==> src/rtl/uvs_pkg.sv <==
`default_nettype none
// ----------------------------------------------------------------------------
// UV sphere vertex generator package
// Shared types, register codes, sine coefficients and the Q15 multiply helper.
// ----------------------------------------------------------------------------
package uvs_pkg;

  // register indexes on the configuration port (paddr[3:2])
  localparam logic [1:0] REG_RADIUS   = 2'd0;
  localparam logic [1:0] REG_SEGMENTS = 2'd1;
  localparam logic [1:0] REG_RINGS    = 2'd2;

  // pipeline depth of the sine unit
  localparam int unsigned SIN_LAT = 7;

  // Taylor coefficients of sin(pi/2 * t) in Q30, highest degree first
  localparam logic [31:0] SIN_COEF [5] = '{
    32'd172272, 32'd5026997, 32'd85569306, 32'd693598666, 32'd1686629713
  };

  // side information carried through the divider cells
  typedef struct packed {
    logic [17:0] vidx;
    logic        quad;
  } grid_t;

  // side information carried alongside the sine units
  typedef struct packed {
    grid_t       grid;
    logic [16:0] tex_u;
    logic [16:0] tex_v;
  } vtx_t;

  // (a*b) >> 15, rounded half away from zero
  function automatic logic signed [16:0] mul_q15(input logic signed [16:0] a,
                                                 input logic signed [16:0] b);
    logic signed [33:0] p;
    logic [33:0]        m;
    logic [33:0]        r;
    p = a * b;
    m = p[33] ? 34'(-p) : 34'(p);
    r = (m + 34'd16384) >> 15;
    return p[33] ? -$signed(r[16:0]) : $signed(r[16:0]);
  endfunction

endpackage
`default_nettype wire

==> src/rtl/uvs_div_cell.sv <==
`default_nettype none
// ----------------------------------------------------------------------------
// UV sphere divider cell
// One restoring division step for both the longitude and latitude fractions;
// cells are chained, each adding one quotient bit per clock when enabled.
// ----------------------------------------------------------------------------
module uvs_div_cell #(
  parameter int SEG_W = 10,
  parameter int RING_W = 9,
  parameter int QW = 18,
  parameter bit FIRST = 1'b0
) (
  input  wire                   clk_i,
  input  wire                   rst_ni,
  input  wire                   en_i,
  input  wire                   vld_i,
  input  wire uvs_pkg::grid_t   grid_i,
  input  wire [SEG_W-1:0]       segs_i,
  input  wire [RING_W-1:0]      rings_i,
  input  wire [SEG_W:0]         lon_rem_i,
  input  wire [RING_W:0]        lat_rem_i,
  input  wire [QW-1:0]          lon_q_i,
  input  wire [QW-1:0]          lat_q_i,
  output logic                  vld_o,
  output uvs_pkg::grid_t        grid_o,
  output logic [SEG_W:0]        lon_rem_o,
  output logic [RING_W:0]       lat_rem_o,
  output logic [QW-1:0]         lon_q_o,
  output logic [QW-1:0]         lat_q_o
);
  import uvs_pkg::*;

  logic [SEG_W:0]  lon_t;
  logic [RING_W:0] lat_t;
  logic            lon_ge, lat_ge;
  logic            vld_q;
  grid_t           grid_q;
  logic [SEG_W:0]  lon_rem_q;
  logic [RING_W:0] lat_rem_q;
  logic [QW-1:0]   lon_q_q, lat_q_q;

  // remainder stays below the divisor, so dropping the top bit loses nothing
  assign lon_t  = FIRST ? lon_rem_i : {lon_rem_i[SEG_W-1:0], 1'b0};
  assign lat_t  = FIRST ? lat_rem_i : {lat_rem_i[RING_W-1:0], 1'b0};
  assign lon_ge = lon_t >= {1'b0, segs_i};
  assign lat_ge = lat_t >= {1'b0, rings_i};

  always_ff @(posedge clk_i or negedge rst_ni) begin
    if (!rst_ni) begin
      vld_q <= 1'b0;
    end else if (en_i) begin
      vld_q <= vld_i;
    end
  end

  always_ff @(posedge clk_i) begin
    if (en_i) begin
      grid_q    <= grid_i;
      lon_rem_q <= lon_ge ? lon_t - {1'b0, segs_i} : lon_t;
      lat_rem_q <= lat_ge ? lat_t - {1'b0, rings_i} : lat_t;
      lon_q_q   <= {lon_q_i[QW-2:0], lon_ge};
      lat_q_q   <= {lat_q_i[QW-2:0], lat_ge};
    end
  end

  assign vld_o     = vld_q;
  assign grid_o    = grid_q;
  assign lon_rem_o = lon_rem_q;
  assign lat_rem_o = lat_rem_q;
  assign lon_q_o   = lon_q_q;
  assign lat_q_o   = lat_q_q;

endmodule
`default_nettype wire

==> config.mk <==
export PLATFORM = sky130hd
export DESIGN_NAME = uvs_div_cell
export DESIGN_NICKNAME = d
export VERILOG_FILES = /design/src/rtl/uvs_pkg.sv /design/src/rtl/uvs_div_cell.sv
export SDC_FILE = /design/constraint.sdc
export NUM_CORES = 1
export LEC_CHECK = 0
export BUFFER_PORTS_ARGS = -buffer_cell sky130_fd_sc_hd__buf_2
export CAP_MARGIN = 40
export CORE_UTILIZATION = 28
export DETAILED_ROUTE_END_ITERATION = 7
export HOLD_SLACK_MARGIN = 0.1
export MAX_ROUTING_LAYER = met4
export PLACE_DENSITY = 0.52
export SLEW_MARGIN = 20
export SYNTH_ARGS = -nofsm -noshare
export SYNTH_HDL_FRONTEND = slang
export SYNTH_SLANG_ARGS = --single-unit
==> constraint.sdc <==
create_clock -name clk_i -period 0.8 [get_ports clk_i]
set_input_delay 0.08 -clock clk_i [delete_from_list [all_inputs] [get_ports clk_i]]
set_output_delay 0.08 -clock clk_i [all_outputs]
set_load 0.01 [all_outputs]
==> results of run 1 <==
-- through the flow --
stage	hold WS, ns	setup slack [ns]	power, uW	cell area, um2	utilization (%)
after floorplan	-0.2156	-1.203	6379	3817	-
after global placement	-0.1439	-1.386	7645	5363	44.28
after detailed placement	-0.1425	-1.425	7681	5363	44.28
after CTS	0.05649	-1.009	12730	6479	53.49
after global routing	0.06614	-1.036	13310	6605	54.54
final	0.06424	-0.9475	12730	6605	54.54
-- power by group through the flow --
stage / clock network [uW] / logic, uW / registers, uW
2_1_floorplan: 0 / 1050 / 5330
3_3_place_gp: 0 / 2560 / 5090
3_5_place_dp: 0 / 2580 / 5100
4_1_cts: 4710 / 3000 / 5020
5_1_grt: 4900 / 3360 / 5050
6_report: 4630 / 3090 / 5010
-- synthesized netlist by cell type, types with 4 or more instances --
cell type / number
a21oi_1: 18
edfxtp_1: 76
ha_1: 19
inv_1: 26
mux2_2: 4
nand2_1: 14
nand2b_1: 4
nand3_1: 4
nor2_1: 16
nor3_1: 4
o21ai_0: 14
xnor2_1: 6
xor2_1: 7
-- cells by family (layout without fill, tap and decap cells) --
kind of cell               count (synthesis)  in the layout  synth area share, %
AOI/OAI and AO/OA                         57             57                10.98
xor gates and xnor gates                  13             13                3.255
adders and majority gates                 21             21                7.940
buffers and inverters                     29            343                3.254
DFF                                       77             77                65.95
muxes                                      6              6                2.003
and+or+nand+nor                           50             50                6.617
-- final cells by class --
| cell class | count | area (um2) |
|---|---|---|
| Timing Repair Buffer | 300 | 2136 |
| Tap cell | 168 | 210.2 |
| Multi-Input combinational cell | 147 | 1471 |
| Sequential cell | 77 | 2307 |
| Clock inverter | 6 | 110.1 |
| Inverter | 27 | 141.4 |
| Fill cell | 1074 | 5507 |
| Clock buffer | 10 | 229.0 |
-- per-layer routing --
layer / share of wire [%] / wire [um]
met2: 49 / 4834
met5: 0 / 0
met4: 2.7 / 265
met3: 4.6 / 456
met1: 44 / 4392
-- final timing paths --
path | start | end | slack (ns)
worst min-delay path | lon_rem_i[2] | lon_rem_o[3]$_DFFE_PP_ | 0.06
min in group asynchronous | rst_ni | vld_o$_DFFE_PN0P_ | 0.58
worst max-delay path | rings_i[2] | lat_rem_o[9]$_DFFE_PP_ | -0.95
worst min register to register | vld_o$_DFFE_PN0P_ | vld_o$_DFFE_PN0P_ | 0.53
max in group asynchronous | rst_ni | vld_o$_DFFE_PN0P_ | 0.11
worst max register to register | vld_o$_DFFE_PN0P_ | vld_o$_DFFE_PN0P_ | 0.04
-- registers in the layout (all words and copies together) (netlist names) --
signal	cells
lon_rem_o	11
lon_q_o	18
vld_o	1
grid_o	19
lat_q_o	18
lat_rem_o	10
-- repair_timing --
action | CTS | global route
hold endpoints to repair | 63 | 7
gates resized for setup | 42 | 26
setup buffers | 5 | 3
hold buffers | 59 | 1
pin swaps | 17 | 14
setup endpoints to repair | 100 | 100
==> results.json, run 1 <==
{
  "violations": "negative setup slack",
  "yosysTopAreaCellShare_pct": 65.24,
  "wire_per_inst_um": 13.54,
  "path_common_cell": "o31a_1",
  "grt_first_pass_wirelength_um": 15120,
  "cts.clk_slew.worst_paths_ns": 0.06,
  "drt_pass1_iterations": 4,
  "cap_viol_max_count": 0,
  "die_w_um": 113.8,
  "gp_congestion": 0.8380,
  "powerDensity_mw_per_mm2": 1928,
  "yosys-top-cells-area": "edfxtp_1 (65%), ha_1 (6.8%), inv_1 (2.8%), a21oi_1 (2.6%), o21ai_0 (2.0%)",
  "endpoint_kind": "flop",
  "grtUsageMet3_pct": 2.391,
  "vias": 3095,
  "port_buffers": 171,
  "gr-total-overflow": 0,
  "root_buffer": "clkbuf_16",
  "swShare_pct": 24.28,
  "power_frac_clock_pct": 36.4,
  "intPower_uw": 9642,
  "die_area_mm2": 0.01294,
  "top_usage_layer": "met2",
  "power_switching_uw": 3092,
  "final_max_slew_viol_count": 0,
  "use_met2_pct": 25.53,
  "ir_drop_v": 0.001181,
  "start_util_pct": 28.88,
  "path_max_fanout": 7,
  "final.setup.worst_slack_ns": -0.9475,
  "final_cell_mix": "buf_2 (158), edfxtp_1 (76), buf_4 (63)",
  "htree_levels": 3,
  "power.leakage_uw": 0.002877,
  "hp-class": "primary input to flop",
  "vias_per_cell": 4.211,
  "rsz0062_at_grt": "yes",
  "path_class": "primary input to flop",
  "timing.slew.headroom_pct": 75.01,
  "yosysUniqueCellTypes": 43,
  "cpPeakStageDelay_ns": 0.38,
  "synth_nets": 373,
  "synth_async_sr_flop_share_pct": 1.299,
  "antenna_found_initial": 0,
  "fin_tns_setup_ns": -25.00,
  "placementRows": 40,
  "drc": 0,
  "cts_buffer_depth": 2,
  "final_hold_viol_count": 0,
  "crit_chain": "buf_8 > inv_12 > ha_4 > nor2b_4 > o31a_1 > o31a_1 > a2111oi_4 > buf_6 > nand2b_1 > mux2i_1",
  "synth_top_area_cell": "edfxtp_1",
  "drtAntennaViolNets": 0,
  "numCtsBuffers": 9,
  "syn_avg_cell_area_um2": 13.83,
  "track_usage_pct": 15.72,
  "pwr-share-comb_pct": 24.3,
  "ys.flop_type": "edfxtp_1",
  "outcome": "finished, violations left",
  "crit_cells": 10,
  "max_freq_mhz": 572.2,
  "nNetsFinal": 682,
  "finalSetupViolCount": 100,
  "core_area_mm2": 0.01211,
  "arrival_ns": 1.81,
  "die_h_um": 113.8,
  "ios": 176,
  "dpl.cell_count": 651,
  "synth_edf_count": 76,
  "ff2ff_path_depth": 1,
  "finClkSkew_ns": 0,
  "hold_path_depth": 2,
  "layout-drive-gt1-share_pct": 57.14,
  "finalNonFillerCells": 735,
  "p_seq_share_pct": 39.4,
  "dp_hpwl_um": 7301,
  "ys_seq_area_share_pct": 65.95,
  "drt_wl_total_um": 9949,
  "synth_cells": 253,
  "ys_ff_latch": 77,
  "fin_crit_ns": 1.747,
  "clk_latency_ns": 0.33,
  "cts.sinks": 77,
  "worst_pin_slew_ns": 0.3748,
  "final_common_cell": "buf_2",
  "yosysWarnings": 0,
  "required_ns": 0.87,
  "timing.final.crit_share_pct": 218.4,
  "antenna_cells": 0,
  "path_buf_inv": 3,
  "netlist_area_mm2": 0.003498,
  "cp-start-kind": "primary input",
  "crit_path_top_delay_cell": "a2111oi_4",
  "grt_max_degree": 29,
  "use_met1_pct": 19.36,
  "syn_to_final_growth_pct": 88.81,
  "cp_top_family": "compound AO/OA/AOI/OAI gates",
  "cts_tree": "built",
  "first_global_vias": 3001,
  "drtIter0Drc": 123
}
(Power assumes the default switching activity.)
==> run 2, diff against run 1 <==
--- a/config.mk
+++ b/config.mk
@@ -5,13 +5,13 @@
 export SDC_FILE = /design/constraint.sdc
 export NUM_CORES = 1
 export LEC_CHECK = 0
-export BUFFER_PORTS_ARGS = -buffer_cell sky130_fd_sc_hd__buf_2
 export CAP_MARGIN = 40
 export CORE_UTILIZATION = 28
 export DETAILED_ROUTE_END_ITERATION = 7
+export DONT_BUFFER_PORTS = 1
 export HOLD_SLACK_MARGIN = 0.1
 export MAX_ROUTING_LAYER = met4
-export PLACE_DENSITY = 0.52
+export PLACE_DENSITY = 0.4
 export SLEW_MARGIN = 20
 export SYNTH_ARGS = -nofsm -noshare
 export SYNTH_HDL_FRONTEND = slang
==> run 2 against run 1 <==
Compared with the run above: the flow finishes with violations (negative hold slack, negative setup slack); register-to-register slack hardly changed; utilization is 6.4 points lower; hold slack got worse by 0.21 ns; first-iteration DRC count shrank 19%; maximum frequency grew 12%; highest routed layer unchanged.
==> results.json, run 2 (synthesis gave the netlist of run 1 again) <==
{
  "ir_drop_v": 0.0007969,
  "numCtsBuffers": 9,
  "drt_pass1_iterations": 4,
  "antenna_found_initial": 0,
  "gp_congestion": 0.7677,
  "place_ws_ns": -1.240,
  "cap_viol_max_count": 0,
  "intPower_uw": 8495,
  "p_seq_share_pct": 45.8,
  "cp-start-kind": "primary input",
  "port_buffers": 0,
  "finClkSkew_ns": 0,
  "r2r_end": "vld_o$_DFFE_PN0P_",
  "cts.sinks": 77,
  "required_ns": 0.89,
  "power.leakage_uw": 0.002211,
  "core_area_mm2": 0.01211,
  "worst_pin_slew_ns": 0.3558,
  "placementRows": 40,
  "vias": 2533,
  "ctsHoldBuffers": 77,
  "gr-total-overflow": 0,
  "nNetsFinal": 523,
  "powerDensity_mw_per_mm2": 1987,
  "final_common_cell": "dlygate4sd3_1",
  "dp_hpwl_um": 5992,
  "fin_hold_ws_ns": -0.1452,
  "fin_util_pct": 48.11,
  "pwr-share-comb_pct": 19.3,
  "power_frac_clock_pct": 34.9,
  "path_common_cell": "o31a_1",
  "syn_to_final_growth_pct": 66.56,
  "design_area_mm2": 0.005827,
  "swShare_pct": 26.63,
  "crit_chain": "inv_12 > ha_4 > nor2b_4 > o31a_1 > o31a_1 > a2111oi_4 > inv_2 > mux2_4",
  "crit_path_top_delay_cell": "mux2_4",
  "fin_tns_setup_ns": -17.02,
  "placed_area_mm2": 0.004347,
  "path_max_fanout": 3,
  "cts.clk_slew.worst_paths_ns": 0.07,
  "final_hold_viol_count": 77,
  "drtIter0Drc": 100,
  "cts_tree": "built",
  "die_h_um": 113.8,
  "fin_crit_ns": 1.554,
  "outcome": "finished, violations left",
  "ff2ff_path_depth": 1,
  "die_w_um": 113.8,
  "final_cell_mix": "dlygate4sd3_1 (77), edfxtp_1 (76), buf_4 (50)",
  "rsz0062_at_grt": "yes",
  "final.setup.worst_slack_ns": -0.7543,
  "die_area_mm2": 0.01294,
  "finalSetupViolCount": 100,
  "htree_levels": 3,
  "path_class": "primary input to flop",
  "timing.final.crit_share_pct": 194.3,
  "rr_startpoint": "vld_o$_DFFE_PN0P_",
  "ios": 176,
  "vias_per_cell": 4.398,
  "cp-endpoint": "lat_rem_o[6]$_DFFE_PP_",
  "wire_per_inst_um": 15.52,
  "hold_path_depth": 0,
  "drt_wl_total_um": 8940,
  "arrival_ns": 1.64,
  "drtAntennaViolNets": 0,
  "cp-startpoint": "rings_i[2]",
  "finalPower_uw": 11580,
  "clk_latency_ns": 0.33,
  "track_usage_pct": 14.41,
  "timing.slew.headroom_pct": 76.28,
  "endpoint_kind": "flop",
  "cpPeakStageDelay_ns": 0.30,
  "grt_first_pass_wirelength_um": 13530,
  "largest_reg_flops": 19,
  "hp-class": "primary input to flop",
  "layout-drive-gt1-share_pct": 38.73,
  "max_freq_mhz": 643.4,
  "rrSetupSlack_ns": 0.04,
  "root_buffer": "clkbuf_16",
  "violations": "negative hold slack, negative setup slack",
  "cts_buffer_depth": 2,
  "drc": 0,
  "grt_max_degree": 78,
  "power_switching_uw": 3083,
  "antenna_cells": 0,
  "first_global_vias": 2606,
  "start_util_pct": 28.88,
  "final_max_slew_viol_count": 0
}
==> run 2: cell count changes in the layout (fill, tap and decap cells not counted), moves of 3 or more <==
cell,delta
ha_4,+3
buf_12,-3
nor2_4,+4
ha_1,-4
buf_8,-3
buf_4,-13
inv_6,+4
nor2_2,-5
bufinv_16,-3
inv_1,-3
buf_2,-158
dlygate4sd3_1,+17
==> run 2: final cells by class <==
type                    instances  area, um2
inverters                      27      156.4
well taps                     168      210.2
clock inverters                 7      73.82
flip-flops and latches         77       2307
clock buffers                   9      225.2
fillers                      1101       6285
multi-input cells             147       1530
repair buffers                141       1324
==> run 2: layer usage <==
layer  share of wire [%]  up-vias  wire [um]  GRT usage [%]
li1                    -     1235          -              -
met1                  41     1188       3689          15.70
met2                  51      103       4529          24.80
met3                 6.9        7        619          4.782
met4                 1.1        0        102          4.675
met5                   0        -          0              -
==> run 2: power by group through the flow <==
stage                     combinational, uW  clock [uW]  sequential [uW]
after CTS                              2110        4160             5310
final                                  2240        4040             5300
after global routing                   2450        4340             5340
after detailed placement               1510           0             5390
after floorplan                        1050           0             5330
after global placement                 1510           0             5410
==> run 2: worst max-delay path, delay by kind of cell <==
| family | cells | cell delay, ns |
|---|---|---|
| and+or+nand+nor | 1 | 0.12 |
| muxes | 1 | 0.30 |
| AOI/OAI and AO/OA | 3 | 0.80 |
| buffers and inverters | 2 | 0.10 |
| adders and majority gates | 1 | 0.22 |
==> run 2: repair_timing <==
action / 4_1_cts / 5_1_grt
setup buffers: 12 / 10
pin swaps: 18 / 10
endpoints found under the hold margin: 152 / 77
setup endpoints to repair: 100 / 100
gates resized for setup: 50 / 22
==> run 2: through the flow <==
step,hold slack [ns],std cells
detailed placement,-0.2155,464
floorplan,-0.2156,253
finish,-0.1452,576
global route,-0.1603,576
global placement,-0.2155,464
CTS,-0.1581,568
==> run 2: how the worst min path moves through the flow <==
stage               startpoint                     end  slack (ns)
global route              en_i  lon_rem_o[7]$_DFFE_PP_       -0.16
CTS                       en_i    lat_q_o[7]$_DFFE_PP_       -0.16
floorplan               rst_ni       vld_o$_DFFE_PN0P_       -0.22
detailed placement      rst_ni       vld_o$_DFFE_PN0P_       -0.22
finish                    en_i  lon_rem_o[5]$_DFFE_PP_       -0.15
global placement        rst_ni       vld_o$_DFFE_PN0P_       -0.22
==> run 3, diff against run 2 <==
--- a/config.mk
+++ b/config.mk
@@ -11,7 +11,7 @@
 export DONT_BUFFER_PORTS = 1
 export HOLD_SLACK_MARGIN = 0.1
 export MAX_ROUTING_LAYER = met4
-export PLACE_DENSITY = 0.4
+export PLACE_DENSITY = 0.38
 export SLEW_MARGIN = 20
 export SYNTH_ARGS = -nofsm -noshare
 export SYNTH_HDL_FRONTEND = slang
==> constraint.sdc (replaced) <==
create_clock -name clk_i -period 1.99 [get_ports clk_i]
set_input_delay 0.199 -clock clk_i [delete_from_list [all_inputs] [get_ports clk_i]]
set_output_delay 0.199 -clock clk_i [all_outputs]
set_load 0.01 [all_outputs]
==> run 3 against run 2 <==
Compared with the run above: the flow finishes with violations (negative hold slack); via count decreased by 2.7%; clock power is 57% lower; total power down 61%; utilization is 5.7 points lower; non-clock buffer count shrank 22; routed wire length down 4.8%; flip-flop and latch count unchanged; sequential share of layout area increased by 5.3 points; sequential power down 60%; critical path depth increased by 1; count of clock-buffer cells in the layout unchanged; setup slack improved by 0.90 ns; largest cell class unchanged.
==> results.json, run 3 (synthesis gave the netlist of run 1 again) <==
{
  "required_ns": 2.07,
  "vias_per_cell": 4.449,
  "cts_tree": "built",
  "clk_latency_ns": 0.33,
  "power_switching_uw": 1067,
  "largest_reg_flops": 19,
  "cap_viol_max_count": 0,
  "cts_buffer_depth": 2,
  "antenna_found_initial": 0,
  "ios": 176,
  "violations": "negative hold slack",
  "finalSetupViolCount": 0,
  "drtIter0Drc": 122,
  "gp_congestion": 0.8270,
  "die_w_um": 113.8,
  "start_util_pct": 28.88,
  "endpoint_kind": "flop",
  "ctsHoldBuffers": 71,
  "intPower_uw": 3459,
  "p_seq_share_pct": 47.2,
  "finClkSkew_ns": 0,
  "die_h_um": 113.8,
  "path_class": "primary input to flop",
  "arrival_ns": 1.93,
  "drc": 0,
  "drt_wl_total_um": 8515,
  "numCtsBuffers": 9,
  "final_max_slew_viol_count": 0,
  "outcome": "finished, violations left",
  "die_area_mm2": 0.01294,
  "final_hold_viol_count": 28,
  "timing.slew.headroom_pct": 71.28,
  "cts.sinks": 77,
  "power.leakage_uw": 0.002018,
  "cts.clk_slew.worst_paths_ns": 0.07,
  "track_usage_pct": 13.49,
  "hp-class": "primary input to flop",
  "cp-start-kind": "primary input",
  "antenna_cells": 0,
  "placed_area_mm2": 0.004086,
  "syn_to_final_growth_pct": 46.92,
  "dp_hpwl_um": 5968,
  "design_area_mm2": 0.005140,
  "grt_max_degree": 78,
  "drtAntennaViolNets": 0,
  "root_buffer": "clkbuf_16",
  "fin_hold_ws_ns": -0.02505,
  "pwr-share-comb_pct": 14.1,
  "core_area_mm2": 0.01211,
  "htree_levels": 3,
  "vias": 2465,
  "rsz0062_at_grt": "no",
  "swShare_pct": 23.57,
  "ir_drop_v": 0.0004800,
  "drt_pass1_iterations": 4,
  "power_frac_clock_pct": 38.7,
  "timing.final.crit_share_pct": 92.76,
  "first_global_vias": 2569,
  "placementRows": 40,
  "powerDensity_mw_per_mm2": 880.5,
  "nNetsFinal": 501,
  "final_common_cell": "edfxtp_1",
  "worst_pin_slew_ns": 0.4199,
  "wire_per_inst_um": 15.37,
  "port_buffers": 0,
  "rrSetupSlack_ns": 0.64,
  "final_cell_mix": "edfxtp_1 (76), dlygate4sd3_1 (71), buf_4 (48)",
  "layout-drive-gt1-share_pct": 19.95,
  "max_freq_mhz": 541.7,
  "grt_first_pass_wirelength_um": 12670,
  "fin_crit_ns": 1.846,
  "gr-total-overflow": 0,
  "path_max_fanout": 5
}
[run 3: changes by cell type in the layout (fill, tap and decap cells not counted), sizes merged]
| cell | before | now |
|---|---|---|
| bufinv | 0 | 2 |
| dlygate4sd3 | 77 | 71 |
| clkinvlp | 0 | 2 |
| inv | 33 | 29 |
| buf | 64 | 48 |
[run 3: area by class of cell]
class,instances,area (um2)
fill,1172,6972
sequential,77,2307
multi-input combinational,147,1116
timing repair buffer,119,1071
clock buffer,9,225.2
tap,168,210.2
inverter,27,113.9
clock inverter,7,96.34
[run 3: path summary, 6_finish.rpt]
check	startpoint	to	cells after the start
hold / removal	en_i	lat_rem_o[4]$_DFFE_PP_	0
setup / recovery	rings_i[2]	lat_rem_o[6]$_DFFE_PP_	9
setup reg to reg	vld_o$_DFFE_PN0P_	vld_o$_DFFE_PN0P_	2
min in group asynchronous	rst_ni	vld_o$_DFFE_PN0P_	2
max in group asynchronous	rst_ni	vld_o$_DFFE_PN0P_	2
hold reg to reg	vld_o$_DFFE_PN0P_	vld_o$_DFFE_PN0P_	2
[run 3: metrics by stage]
stage	utilization [%]	worst slack [ns]	std cells	power, uW	setup TNS, ns
floorplan	-	-0.1320	253	2467	-0.2620
global placement	33.74	-0.2563	465	2692	-3.229
detailed placement	33.74	-0.2991	465	2687	-3.990
CTS	42.26	0.08397	552	4582	0
global route	42.44	0.04127	554	4742	0
finish	42.44	0.1440	554	4526	0
[run 3: power groups by stage]
| stage | Sequential (uW) | Clock, uW | Combinational, uW |
|---|---|---|---|
| after floorplan | 2140 | 0 | 327 |
| after global placement | 2180 | 0 | 516 |
| after detailed placement | 2170 | 0 | 516 |
| after CTS | 2140 | 1810 | 634 |
| after global routing | 2150 | 1880 | 713 |
| final | 2140 | 1750 | 639 |
[run 3: routing by layer]
layer	up-vias	track usage, %	part of all wire (%)	routed length, um
li1	1194	-	-	-
met1	1132	15.79	44	3765
met2	131	21.30	46	3910
met3	8	4.942	8.5	728
met4	0	4.935	1.3	111
met5	-	-	0	0
[run 3: repair_timing]
item	4_1_cts	5_1_grt
setup buffers	0	2
setup endpoints to repair	0	12
endpoints found under the hold margin	145	76
gates resized for setup	0	2
[run 3: critical path, stage by stage]
cell and delay (ns):
inv_12 0.01, ha_4 0.22, nor2b_4 0.12, o31a_1 0.26
o31a_1 0.28, a2111oi_4 0.31, buf_4 0.20, inv_2 0.05
mux2_4 0.28
